[config.mk]
export PLATFORM = sky130hd
export DESIGN_NAME = ccol_sqrt_pipe
export DESIGN_NICKNAME = d
export VERILOG_FILES = /design/src/hdl/ccol_sqrt_pipe.sv
export SDC_FILE = /design/constraint.sdc
export NUM_CORES = 2
export LEC_CHECK = 0
export ABC_CLOCK_PERIOD_IN_PS = 7000
export BUFFER_PORTS_ARGS = -buffer_cell sky130_fd_sc_hd__clkbuf_2
export CAP_MARGIN = 10
export CELL_PAD_IN_SITES_DETAIL_PLACEMENT = 0
export CELL_PAD_IN_SITES_GLOBAL_PLACEMENT = 1
export CORE_MARGIN = 4
export CORE_UTILIZATION = 43
export DETAILED_ROUTE_END_ITERATION = 6
export PLACE_DENSITY = 0.77
export SLEW_MARGIN = 25
export SYNTH_ARGS = -nofsm -noshare
export SYNTH_HDL_FRONTEND = slang
export SYNTH_SLANG_ARGS = --single-unit
[constraint.sdc]
create_clock -name clk -period 7 [get_ports clk]
set_input_delay 0.35 -clock clk [delete_from_list [all_inputs] [get_ports clk]]
set_output_delay 0.35 -clock clk [all_outputs]
set_load 0.02 [all_outputs]
[src/hdl/ccol_sqrt_pipe.sv]
// Pipelined integer square root, one result bit per register stage.
// Stand-alone; no package needed.
module ccol_sqrt_pipe #(
	parameter int RootW = 32
) (
	input  logic                 clk,
	input  logic                 arst_n,
	input  logic                 in_valid,
	input  logic [2*RootW-1:0]   radicand,
	output logic                 out_valid,
	output logic [RootW-1:0]     root
);

	logic [2*RootW-1:0] rad_s  [RootW];
	logic [RootW-1:0]   rem_s  [RootW];
	logic [RootW-1:0]   root_s [RootW];
	logic               vld_s  [RootW];

	for (genvar g = 0; g < RootW; g++) begin : g_stage
		logic [2*RootW-1:0] rad_p;
		logic [RootW-1:0]   rem_p;
		logic [RootW-1:0]   root_p;
		logic               vld_p;
		logic [RootW+1:0]   cur;
		logic [RootW+1:0]   trial;
		logic [RootW+1:0]   diff;

		if (g == 0) begin : g_first
			assign rad_p  = radicand;
			assign rem_p  = '0;
			assign root_p = '0;
			assign vld_p  = in_valid;
		end else begin : g_next
			assign rad_p  = rad_s[g-1];
			assign rem_p  = rem_s[g-1];
			assign root_p = root_s[g-1];
			assign vld_p  = vld_s[g-1];
		end

		// Bring down the next two radicand bits and try the next root bit.
		always_comb begin
			cur   = {rem_p, rad_p[2*RootW-1 -: 2]};
			trial = {root_p, 2'b01};
			diff  = cur - trial;
		end

		always_ff @(posedge clk or negedge arst_n) begin
			if (!arst_n) begin
				vld_s[g] <= 1'b0;
			end else begin
				vld_s[g] <= vld_p;
			end
		end

		always_ff @(posedge clk) begin
			rad_s[g] <= rad_p << 2;
			if (cur >= trial) begin
				rem_s[g]  <= diff[RootW-1:0];
				root_s[g] <= {root_p[RootW-2:0], 1'b1};
			end else begin
				rem_s[g]  <= cur[RootW-1:0];
				root_s[g] <= {root_p[RootW-2:0], 1'b0};
			end
		end
	end

	assign out_valid = vld_s[RootW-1];
	assign root      = root_s[RootW-1];

`ifndef SYNTHESIS
	a_sqrt_latency: assert property (@(posedge clk) disable iff (!arst_n)
		in_valid |-> ##RootW out_valid)
		else $error("square root word lost in the pipeline");
`endif

endmodule

* Word level (Yosys, flattened, before mapping)
Memories as Yosys holds them, arrays and structs flattened. Cells that the tools add are included.
Cells by class: add/subtract/negate cells 32, $mul 0, divide/modulo/power cells 0, order comparisons 32, equality and inequality tests 0, shifts and indexed selects 0, mux-type cells 160, bitwise operators 64, reductions and logical operators 0
Operator list (number):
- $mux W32 | 64
- $ge A34 B34 Y1 | 31
- $sub A32 B32 Y32 | 31
- $mux W1 | 96
- $or A1 B1 Y1 | 64
- $sub A2 B1 Y3 const B | 1
- $ge A2 B1 Y1 const B | 1
Storage, ports and cells: bits in registers 32, bits in latches 0, bits in writable memories 4032, memory bits (read-only) 0, bits of input ports 67, output and inout bits 33, word-level logic and storage cells 323, memories kept 3
Memories:
- rad_s | depth 32, bits a word 62, read ports 31, clocked after Yosys merged registers in 0, wr ports 32, RTL line 14 | logic [2*RootW-1:0] rad_s [RootW];
- rem_s | depth 32, bits a word 32, read ports 31, clocked after Yosys merged registers in 0, wr ports 32, RTL line 15 | logic [RootW-1:0] rem_s [RootW];
- root_s | depth 32, bits a word 32, read ports 32, clocked after Yosys merged registers in 0, wr ports 32, RTL line 16 | logic [RootW-1:0] root_s [RootW];

* Longest topological paths before layout
An unclocked memory read counts as a cell.
depth in word-level cells 5, depth in mapped cells 14, mapped depth without buffers 12

* Worst setup path before layout
OpenSTA, ideal clock, no wires.
path kind flip-flop to flip-flop, start point mem root_s[25][0] (netlist: root_s[3][32]), end point mem rem_s[26][16] (netlist: rem_s[13][16]), setup time 0.070 ns, arrival 3.158 ns, data required time 6.930 ns, slack 3.772 ns, stages on the path, launching flop included 14, cell sequence dfxtp_1 -> inv_1 -> ha_1 -> nor2b_1 -> o311ai_0 -> a31oi_1 -> a31o_2 -> a211oi_1 -> o41ai_1 -> a41o_1 -> clkbuf_1 -> clkbuf_1 -> clkbuf_1 -> a21oi_1
RTL lines (RTL line):
- start: declaration | 16
- end: declaration | 15

==> metrics.cfg <==
[status]
outcome=finished clean

[power_and_ir_drop]
pwr-share-clk=0.365
p_sw_w=0.0110
power_density_nw_per_um2=376
combPwrFrac=0.170
leakage_nw=48.8
vdd_ir_drop_max_v=0.000281
swShare=0.279
seq_power_share=0.466
p_int_w=0.0284

[route]
drtIter0Drc=3486
wl_um=195000
viasPerCell=5.01
post-route-drc-count=0
vias=61300
wire_per_inst_um=16.0
dr.pass1.iters=6
ant_nets=0

[timing]
drv_slew=0
fin_crit_sh=0.585
hold_viol_final=0
rsz0062_at_grt=no
worst_pin_slew_ps=1140
slew_headroom=0.232
clock_skew_ps=55.1
setup_viol=0
post-route-min-period_ps=4090
timing.hold.ws_ps=87.1
fin_setup_tns_ps=0
clock.fmax_ghz=0.244

[synth]
ys_warn_count=0
synthFlopType=dfxtp_1
avgSynthCellArea_um2=10.2
netlist_instances=8942
synth_seq_cells=2498
ys_top_cells_by_area=dfxtp_1 54%, ha_1 7.7%, xnor2_1 4.0%
synth_nets=9570
seq_area_frac_synth=0.550
synth_top_area_frac=0.541
synth_cell_types=94
yosysTopAreaCell=dfxtp_1
async_reset_ff_frac=0.0128
synth_area_um2=91200
synth_edf_count=0

[global_route]
overflow=0
grt_pass1_vias=61000
antenna_found_initial=2
grt_max_degree=57
grt_usage=0.176
grt_pass1_wl_um=315000

[finish]
multiInputGateArea_um2=37800
fillerInstances=19200
num-nets-final=9871
layout_common_cells=2466 x dfxtp_1, 693 x inv_1, 632 x nand2_1
layout_commonest_cell=dfxtp_1
drive_gt1_frac=0.0769
regArea_um2=50200
synthToLayoutAreaGrowth_pct=14.8

[floorplan]
initial_core_util=0.434
fp.dieArea_um2=219000
die_y_um=468
die_w_um=468
rows=168
core_um2=210000
io_pins=100

[clocking]
clock_latency_ps=900
cts_tree=done
cts_buffer_depth=4
htreeDepth=5
cts_made_buffers=277
postCtsSetupBuffers=0
clock-root-buffer=clkbuf_16
clkTransAtPathRegs_ps=60
cts.sinks=2498

[worst_setup_path]
worst_setup_path_start_kind=flop
ff2ff_setup_slack_ps=2910
worst_setup_path_end_kind=flop
slowest_stage=a2111oi_2
required_ps=7740
crit_arrival_ps=4830
cpPeakStageDelay_ps=550
cp_cell_sequence=inv_1 -> ha_1 -> nor2b_1 -> o21ai_0 -> nand2b_1 -> a311oi_1 -> a31oi_1 -> a2111oi_2 -> buf_4 -> clkinv_1 -> nand3_1 -> nor4_1 -> xor2_1
cp_max_fo=19
rr_worst_depth=13
crit_type=flop to flop

[placement]
dp_hpwl_um=147000
gp_congestion=0.892
io_buffers=99

[flow_run]
drv_cap=0

[hold_path]
hold_class=input pin to flop
whs_path_depth=2

## worst paths after layout
kind / start / endpoint
max: root_s[1][192]$_DFF_P_ / rem_s[7][57]$_DFF_P_
min: radicand[59] / rad_s[0][59]$_DFF_P_
max reg2reg: root_s[1][192]$_DFF_P_ / rem_s[7][57]$_DFF_P_
min reg2reg: rad_s[0][50]$_DFF_P_ / rad_s[0][114]$_DFF_P_
max in group asynchronous: arst_n / g_stage[11].vld_p$_DFF_PN0_
min in group asynchronous: arst_n / g_stage[4].vld_p$_DFF_PN0_
## critical path: cells and delay by family (launching register included)
| family | cells | cell delay, ps |
|---|---|---|
| buf+inv | 3 | 890 |
| fa+ha+maj | 1 | 330 |
| compound gates | 4 | 1440 |
| flops | 1 | 330 |
| simple gates | 4 | 800 |
| xor+xnor | 1 | 150 |
## cell families after synthesis
family | count (synthesis) | share of synthesized area
XOR/XNOR | 784 | 0.0753
adder cells (fa/ha/maj) | 561 | 0.0770
flip-flops | 2498 | 0.550
AO/OA/AOI/OAI | 1814 | 0.123
multiplexers | 96 | 0.0117
buffers and inverters | 873 | 0.0362
other | 1 | 0.0000411
AND/OR/NAND/NOR | 2315 | 0.127
## registers in the layout (all words and copies together) (netlist names)
signal,flops
out_valid,1
rem_s,946
root_s,528
rad_s,992
g_stage.vld_p,31
## area by class of cell
type                    count  share of cell area
diodes                      3           0.0000717
clock buffers             375              0.0753
clock inverters            93              0.0121
inverters                 702              0.0252
multi-input cells        5571               0.361
flip-flops and latches   2498               0.479
well taps                2805              0.0335
repair buffers            193              0.0132
## synthesized netlist by cell type (106+ instances only)
master    instances
dfxtp_1        2466
inv_1           693
nand2_1         633
a21oi_1         562
ha_1            561
nor2_1          530
o21ai_0         483
xnor2_1         421
xor2_1          363
a21o_1          215
nor3_1          203
clkbuf_1        158
nand3_1         141
nor4_1          123
nand4_1         108
nand2b_1        106
## power by group through the flow
stage / combinational [W] / sequential [W] / clock (W)
after global placement: 0.00656 / 0.0187 / 0
after detailed placement: 0.00662 / 0.0187 / 0
final: 0.00668 / 0.0183 / 0.0144
after global routing: 0.00752 / 0.0186 / 0.0154
after floorplan: 0.00521 / 0.0180 / 0
after CTS: 0.00670 / 0.0184 / 0.0148
## per-stage QoR
step / util / setup WS (ps) / cells / area (um2) / total power, W
3_3_place_gp: 0.451 / 3020 / 11700 / 94800 / 0.0252
3_5_place_dp: 0.451 / 2980 / 11700 / 94800 / 0.0253
2_1_floorplan: - / 3770 / 8942 / 91200 / 0.0232
5_1_grt: 0.498 / 2600 / 12200 / 105000 / 0.0415
6_report: 0.498 / 2910 / 12200 / 105000 / 0.0394
4_1_cts: 0.498 / 2930 / 12200 / 105000 / 0.0399
## per-layer routing
metal,GRT usage,wire (um)
met5,0,0
met4,0.0644,6860
met3,0.0260,7590
met2,0.311,94900
met1,0.218,86000
## what timing repair did
action	in CTS	in global routing
endpoints found under the setup margin	0	0
hold buffers	69	0
hold endpoints to repair	98	0
gates resized for setup	0	0
Power figures use the tool's default switching activity.
